===== config.mk =====
export PLATFORM = sky130hd
export DESIGN_NAME = radio_frame_build_checksum
export DESIGN_NICKNAME = d
export VERILOG_FILES = /design/src/hw/rtl/rfbc_pkg.sv /design/src/hw/rtl/rfbc_vbuf.sv /design/src/hw/rtl/rfbc_seq.sv /design/src/hw/rtl/radio_frame_build_checksum.sv
export SDC_FILE = /design/constraint.sdc
export NUM_CORES = 1
export LEC_CHECK = 0
export BUFFER_PORTS_ARGS = -buffer_cell sky130_fd_sc_hd__buf_2
export CORE_UTILIZATION = 38
export CTS_BUF_LIST = sky130_fd_sc_hd__clkbuf_2 sky130_fd_sc_hd__clkbuf_4 sky130_fd_sc_hd__clkbuf_8
export DETAILED_ROUTE_END_ITERATION = 12
export HOLD_SLACK_MARGIN = 0.15
export SYNTH_ARGS = -nofsm -noshare
export SYNTH_HDL_FRONTEND = slang
export SYNTH_HIERARCHICAL = 1
export SYNTH_SLANG_ARGS = --single-unit

===== constraint.sdc =====
create_clock -name clk -period 3.3 [get_ports clk]
set_input_delay 0.33 -clock clk [delete_from_list [all_inputs] [get_ports clk]]
set_output_delay 0.33 -clock clk [all_outputs]
set_load 0.01 [all_outputs]

===== src/hw/rtl/rfbc_pkg.sv =====
package rfbc_pkg;

  localparam int unsigned ADDRESS_BYTES_DEF = 4;
  localparam int unsigned MAX_VALUE_LEN_DEF = 32;

  typedef struct packed {
    logic [31:0] dest_address;
    logic [7:0]  function_code;
    logic [7:0]  register_id;
    logic        is_integer;
    logic        has_byte;
    logic [7:0]  value_byte;
    logic        value_last;
  } in_t;

  typedef struct packed {
    logic [7:0] frame_byte;
    logic       frame_last;
  } out_t;

  typedef enum logic [2:0] {
    ST_IDLE,
    ST_HDR,
    ST_RD,
    ST_VAL,
    ST_SUM
  } state_t;

  typedef struct packed {
    logic out_hdr;  // emit top byte of header shifter
    logic out_val;  // emit buffer read data
    logic out_sum;  // emit checksum, close frame
    logic rd_en;    // read value buffer
  } seq_ctrl_t;

endpackage


===== src/hw/rtl/rfbc_vbuf.sv =====
module rfbc_vbuf #(
  parameter int unsigned DEPTH = 32,
  parameter int unsigned AW    = 5
) (
  input  logic          clk,
  input  logic          wr_en,
  input  logic [AW-1:0] wr_addr,
  input  logic [7:0]    wr_data,
  input  logic          rd_en,
  input  logic [AW-1:0] rd_addr,
  output logic [7:0]    rd_data
);

  logic [7:0] mem [DEPTH];

  always_ff @(posedge clk) begin
    if (wr_en) begin
      mem[wr_addr] <= wr_data;
    end
  end

  always_ff @(posedge clk) begin
    if (rd_en) begin
      rd_data <= mem[rd_addr];
    end
  end

endmodule


===== src/hw/rtl/rfbc_seq.sv =====
module rfbc_seq #(
  parameter int unsigned ADDRESS_BYTES = 4,
  parameter int unsigned CW            = 6,
  parameter int unsigned AW            = 5
) (
  input  logic                  clk,
  input  logic                  rst,
  input  logic                  accept,
  input  logic                  last,
  input  logic [CW-1:0]         count,
  input  logic                  rev,
  output logic                  busy,
  output rfbc_pkg::seq_ctrl_t   ctrl,
  output logic [AW-1:0]         rd_addr
);
  import rfbc_pkg::*;

  localparam int unsigned HDR_BYTES = ADDRESS_BYTES + 3;
  localparam int unsigned HW        = $clog2(HDR_BYTES);

  state_t        state, state_next;
  logic [HW-1:0] hcnt, hcnt_next;
  logic [CW-1:0] vidx, vidx_next;
  logic [CW-1:0] ridx;

  always_ff @(posedge clk) begin
    if (rst) begin
      state <= ST_IDLE;
      hcnt  <= '0;
      vidx  <= '0;
    end else begin
      state <= state_next;
      hcnt  <= hcnt_next;
      vidx  <= vidx_next;
    end
  end

  // reversed order for integer values
  assign ridx    = rev ? (count - CW'(1) - vidx) : vidx;
  assign rd_addr = ridx[AW-1:0];
  assign busy    = (state != ST_IDLE);

  always_comb begin
    state_next = state;
    hcnt_next  = hcnt;
    vidx_next  = vidx;
    ctrl       = '0;
    case (state)
      ST_IDLE: begin
        if (accept && last) begin
          state_next = ST_HDR;
          hcnt_next  = '0;
        end
      end
      ST_HDR: begin
        ctrl.out_hdr = 1'b1;
        hcnt_next    = hcnt + HW'(1);
        if (hcnt == HW'(HDR_BYTES - 1)) begin
          vidx_next  = '0;
          state_next = (count == '0) ? ST_SUM : ST_RD;
        end
      end
      ST_RD: begin
        ctrl.rd_en = 1'b1;
        state_next = ST_VAL;
      end
      ST_VAL: begin
        ctrl.out_val = 1'b1;
        vidx_next    = vidx + CW'(1);
        state_next   = (vidx == count - CW'(1)) ? ST_SUM : ST_RD;
      end
      ST_SUM: begin
        ctrl.out_sum = 1'b1;
        state_next   = ST_IDLE;
      end
      default: begin
        state_next = ST_IDLE;
      end
    endcase
  end

endmodule


===== src/hw/rtl/radio_frame_build_checksum.sv =====
// Frame builder. Take one word per start/!busy handshake; each carries at most
// one value byte, and the first word of a packet also latches address, function,
// register id and the integer flag. A word without value_last leaves busy low.
// A word with value_last starts emission: the block then holds busy high while
// it puts out ADDRESS_BYTES + 3 header bytes one per cycle, each value byte by
// a buffer read and then an output, and the checksum byte with frame_last.
// The sequencer does not overlap the registered read of the value buffer with
// output, and the checksum is kept by a one byte adder.
// Each frame byte sits on result for exactly one cycle with valid high; the
// receiver must take it then. Bytes past MAX_VALUE_LEN are dropped.
module radio_frame_build_checksum #(
  parameter int unsigned ADDRESS_BYTES = rfbc_pkg::ADDRESS_BYTES_DEF,
  parameter int unsigned MAX_VALUE_LEN = rfbc_pkg::MAX_VALUE_LEN_DEF
) (
  input  logic          clk,
  input  logic          rst,
  input  logic          start,
  input  rfbc_pkg::in_t item,
  output logic          busy,
  output logic          valid,
  output rfbc_pkg::out_t result
);
  import rfbc_pkg::*;

  localparam int unsigned AW   = (MAX_VALUE_LEN > 1) ? $clog2(MAX_VALUE_LEN) : 1;
  localparam int unsigned CW   = $clog2(MAX_VALUE_LEN + 1);
  localparam int unsigned ABW  = ADDRESS_BYTES * 8;
  localparam int unsigned HDRW = ABW + 24;

  logic            accept;
  logic            in_packet;
  logic [CW-1:0]   count;
  logic [CW-1:0]   eff_count;
  logic            wr_en;
  logic [7:0]      nonce;
  logic            rev;
  logic [HDRW-1:0] hdr;
  logic [ABW+31:0] addr_wide;
  logic [7:0]      sum;
  logic [7:0]      byte_sel;
  logic [7:0]      rd_data;
  logic [AW-1:0]   rd_addr;
  seq_ctrl_t       ctrl;

  assign accept    = start && !busy;
  assign eff_count = in_packet ? count : '0;
  assign wr_en     = accept && item.has_byte && (eff_count < CW'(MAX_VALUE_LEN));
  // zero-extend or truncate to ADDRESS_BYTES
  assign addr_wide = {{ABW{1'b0}}, item.dest_address};

  always_ff @(posedge clk) begin
    if (rst) begin
      in_packet <= 1'b0;
      count     <= '0;
      nonce     <= '0;
    end else if (ctrl.out_sum) begin
      in_packet <= 1'b0;
      count     <= '0;
      nonce     <= nonce + 8'd1;
    end else if (accept) begin
      in_packet <= 1'b1;
      count     <= eff_count + CW'(wr_en);
    end
  end

  // header shifter: address msb first, nonce, function, register
  always_ff @(posedge clk) begin
    if (accept && !in_packet) begin
      hdr <= {addr_wide[ABW-1:0], nonce, item.function_code, item.register_id};
      rev <= item.is_integer;
    end else if (ctrl.out_hdr) begin
      hdr <= hdr << 8;
    end
  end

  always_comb begin
    byte_sel = sum;
    if (ctrl.out_hdr) begin
      byte_sel = hdr[HDRW-1 -: 8];
    end else if (ctrl.out_val) begin
      byte_sel = rd_data;
    end
  end

  always_ff @(posedge clk) begin
    if (rst) begin
      sum   <= '0;
      valid <= 1'b0;
    end else begin
      valid <= ctrl.out_hdr || ctrl.out_val || ctrl.out_sum;
      if (ctrl.out_sum) begin
        sum <= '0;
      end else if (ctrl.out_hdr || ctrl.out_val) begin
        sum <= sum + byte_sel;
      end
    end
  end

  always_ff @(posedge clk) begin
    result.frame_byte <= byte_sel;
    result.frame_last <= ctrl.out_sum;
  end

  rfbc_vbuf #(
    .DEPTH (MAX_VALUE_LEN),
    .AW    (AW)
  ) u_vbuf (
    .clk     (clk),
    .wr_en   (wr_en),
    .wr_addr (eff_count[AW-1:0]),
    .wr_data (item.value_byte),
    .rd_en   (ctrl.rd_en),
    .rd_addr (rd_addr),
    .rd_data (rd_data)
  );

  rfbc_seq #(
    .ADDRESS_BYTES (ADDRESS_BYTES),
    .CW            (CW),
    .AW            (AW)
  ) u_seq (
    .clk     (clk),
    .rst     (rst),
    .accept  (accept),
    .last    (item.value_last),
    .count   (count),
    .rev     (rev),
    .busy    (busy),
    .ctrl    (ctrl),
    .rd_addr (rd_addr)
  );

endmodule


==> metrics.md <==
| Metric | Value |
|---|---|
| Path category of the worst min-delay check | `input pin to flop` |
| Synth top area cells | `sky130_fd_sc_hd__edfxtp_1, sky130_fd_sc_hd__mux4_2, sky130_fd_sc_hd__dfxtp_1` |
| Share of cell area taken by muxes after synthesis | `16.83%` |
| GR Overflow Total | `0` |
| Highest attainable clock frequency | `312.2 MHz` |
| Kind of critical path | `flop to flop` |
| Max-Cap Viols | `0` |
| Wire length of the first global-routing pass | `51,030 um` |
| Core Box Area | `39,010 um^2` |
| Fin crit share | `97.05%` |
| Number of non-filler instances in the completed layout | `1,646` |
| Required time of the critical path | `3.69 ns` |
| Final weighted congestion of routability-driven global placement | `0.7636` |
| Die height | `201.9 um` |
| Launching element type of the critical path | `flop` |
| Final WL | `33,270 um` |
| Detailed-route wire length per cell | `20.21 um` |
| Initial antenna violation count | `1` |
| Root buffer cell | `sky130_fd_sc_hd__clkbuf_8` |
| Post-synthesis simple-gate area fraction | `5.894%` |
| Critical Path Fanout Max | `6` |
| Largest family of logic cells by synthesized area | `multiplexers` |
| Instance count along the most critical hold path | `1` |
| Parity-gate share of the synthesized area counting xor and xnor cells | `0.7502%` |
| Top-level port count | `73` |
| Share of the synthesized area in compound gates (AO/OA/AOI/OAI) | `3.190%` |
| Leak pwr | `6.353 nW` |
| Logic depth of the worst register-to-register path | `11` |
| Final net count | `1,166` |
| Longest Clk Path Bufs | `3` |
| Overall die area | `40,740 um^2` |
| Fraction of final layout cells sized beyond drive strength 1 | `34.75%` |
| Flops & latches, synth | `366` |
| Number of violations reported at the end of detailed-routing iteration 0 | `618` |
| Skew-Pair Late Insertion Delay | `0.66 ns` |
| Synthesized Nets | `950` |
| Total number of clock tree sinks | `366` |
| Count of buffers from port buffering | `72` |
| Main synth FF type | `sky130_fd_sc_hd__edfxtp_1` |
| Cell count after synthesis | `865` |
| Via total after detailed routing | `8,349` |
| Initial core utilization | `38.91%` |
| Post-synthesis instance area | `15,180 um^2` |
| Std-Cell Rows | `72` |
| Router iterations before antenna repair | `7` |
| Clock transition at path regs | `0.06 ns` |
| Fraction of registers with async set/reset | `0%` |
| Count of unresolved DRC violations after routing | `0` |
| Final setup violating endpoints | `0` |
| Launching instance or port of the critical path | `count[0]$_SDFFE_PP0N_` |
| Endpoint arrival time on the critical path | `3.59 ns` |
| Cell count after placement | `1,485` |
| Count leader, synth | `sky130_fd_sc_hd__edfxtp_1` |
| Outcome | `complete, no violations` |
| Fraction of the yosys area taken by sequential cells | `69.45%` |
| Via count of the first global-routing pass | `8,694` |
| Netlist cell types | `59` |
| Top cells by instance count after synthesis | `sky130_fd_sc_hd__edfxtp_1, sky130_fd_sc_hd__mux4_2, sky130_fd_sc_hd__nor2_1, sky130_fd_sc_hd__mux2_2, sky130_fd_sc_hd__dfxtp_1` |
| Worst reg2reg path endpoint | `u_vbuf/rd_data[5]$_DFFE_PP_` |
| VDD IR max | `0.3335 mV` |
| Clock H-tree levels | `2` |
| CTS buffer count | `58` |
| Count of synthesis-stage warnings from yosys | `6` |
| Worst setup skew after layout | `0.04505 ns` |
| Detailed-route vias per instance | `5.072` |
| Relative slew margins | `44.55%` |
| Crit path capture type | `flop` |
| Reg2Reg Setup Slack | `0.1 ns` |
| Final slew viol count | `0` |
| Final hold violation count | `0` |
| Final std cell area, no fill | `18,450 um^2` |
| TritonCTS clock tree | `yes` |
| Post-CTS setup-driven buffer insertion count | `0` |
| Critical path endpoint | `u_vbuf/rd_data[5]$_DFFE_PP_` |
| Pin count of the biggest net entering global routing | `35` |
| Worst R2R Start | `count[0]$_SDFFE_PP0N_` |
| Adder and majority cell fraction of the synthesized area | `1.995%` |
| Area share of the largest cell type after synthesis | `63.51%` |
| Die W | `201.9 um` |
| Number of fill cells | `3,296` |
| Total routing resource utilization after global routing | `16.67%` |
| Post-place instance area | `16,610 um^2` |
| Avg Synthesized Cell Area | `17.55 um^2` |
| Total negative setup slack | `0 ns` |
| Final ANT Viol Nets | `0` |
| Number of enable flip-flop cells after synthesis | `321` |
| Detail Placement HPWL | `21,360 um` |
| Area overhead of the layout relative to synthesis | `21.57%` |
| Post-synthesis cell type with the largest combined area | `sky130_fd_sc_hd__edfxtp_1` |
| Total power divided by cell area | `556.4 nW/um^2` |
| Minimum clock period after layout | `3.203 ns` |
| Number of antenna cells inserted | `0` |
| Transition at the pin with the smallest max-transition slack | `0.8273 ns` |
where the power goes:
group | internal [W] | switching (W)
Sequential | 0.00521 | 0.0000454
Combinational | 0.000458 | 0.000443
Clock | 0.00233 | 0.00178
cells by family after synthesis:
kind of cell               after synthesis
AOI/OAI and AO/OA                       78
xor gates and xnor gates                13
adders and majority gates               23
buffers and inverters                   61
DFF                                    366
muxes                                  148
and+or+nand+nor                        176
how the worst min path moves through the flow:
stage,startpoint,to,slack [ns]
detailed placement,sum[3]$_SDFFE_PP0P_,sum[3]$_SDFFE_PP0P_,0.46
CTS,item[1],u_vbuf/mem[5][0]$_DFFE_PP_,0.18
floorplan,item[10],rev$_DFFE_PP_,0.43
finish,item[1],u_vbuf/mem[4][0]$_DFFE_PP_,0.22
global placement,sum[0]$_SDFFE_PP0P_,sum[0]$_SDFFE_PP0P_,0.46
global route,item[4],u_vbuf/mem[4][3]$_DFFE_PP_,0.22
what timing repair did:
action	in CTS	in global routing
hold buffers	52	0
endpoints found under the hold margin	71	0
endpoints found under the setup margin	0	8
resized for setup	0	7
sequential cells by signal, indices dropped and copies added, names as in the netlist:
| name | flops |
|---|---|
| hdr | 56 |
| count | 6 |
| rev | 1 |
| valid | 1 |
| u_vbuf/rd_data | 8 |
| u_vbuf/mem | 256 |
| u_seq/hcnt | 3 |
| nonce | 8 |
| result | 9 |
| u_seq/vidx | 6 |
| u_seq/state | 3 |
| sum | 8 |
| in_packet | 1 |
cell usage in the layout (no fill, tap or decap), drive strengths merged, types with 3 or more instances in the layout:
cell type	count
edfxtp	321
buf	143
mux4	80
clkbuf	79
nor2	64
mux2	58
dlygate4sd3	52
dfxtp	45
nand2	30
a21oi	24
o21ai	23
clkinv	22
ha	21
inv	20
and3	11
mux2i	10
xor2	9
nor3	9
nand3	9
nand2b	6
and2	6
nand4	6
nand3b	6
or3	6
a211oi	5
bufinv	5
or3b	5
xnor2	4
o211ai	4
nor3b	4
or2	4
o21a	3
nor2b	3
a21boi	3
final cells by class:
class	count	area [um^2]	share of cell area, %
flip-flops and latches	366	10540	57.13
inverters	20	75.07	0.4069
repair buffers	196	1520	8.240
clock buffers	78	979.7	5.310
clock inverters	29	275.3	1.492
multi-input cells	439	4412	23.91
well taps	518	648.1	3.513
routing by layer:
layer	wire, um	track usage [%]	up-vias
li1	-	-	3866
met2	16130	26.99	230
met3	1933	3.628	57
met1	14270	21.73	4194
met4	935	6.981	2
met5	8	0	-
through the flow:
stage | hold WS [ns] | total power [W] | worst slack [ns] | utilization (%)
final | 0.2155 | 0.01027 | 0.09736 | 47.30
after floorplan | 0.4289 | 0.005897 | 0.06278 | -
after CTS | 0.1773 | 0.01036 | 0.01039 | 47.15
after detailed placement | 0.4643 | 0.006199 | 0.06775 | 42.59
after global routing | 0.2205 | 0.01065 | -0.009221 | 47.30
after global placement | 0.4649 | 0.006193 | 0.06098 | 42.59
critical path, stage by stage, from the launching register on:
cell,delay [ns]
sky130_fd_sc_hd__dfxtp_1,0.33
sky130_fd_sc_hd__inv_1,0.06
sky130_fd_sc_hd__ha_1,0.21
sky130_fd_sc_hd__xor2_1,0.19
sky130_fd_sc_hd__ha_1,0.28
sky130_fd_sc_hd__nand2b_1,0.11
sky130_fd_sc_hd__nand3_2,0.14
sky130_fd_sc_hd__o21ai_4,0.23
sky130_fd_sc_hd__clkbuf_16,0.25
sky130_fd_sc_hd__mux4_2,0.28
sky130_fd_sc_hd__mux4_2,0.56
sky130_fd_sc_hd__mux2_2,0.29
(Power assumes the default switching activity.)
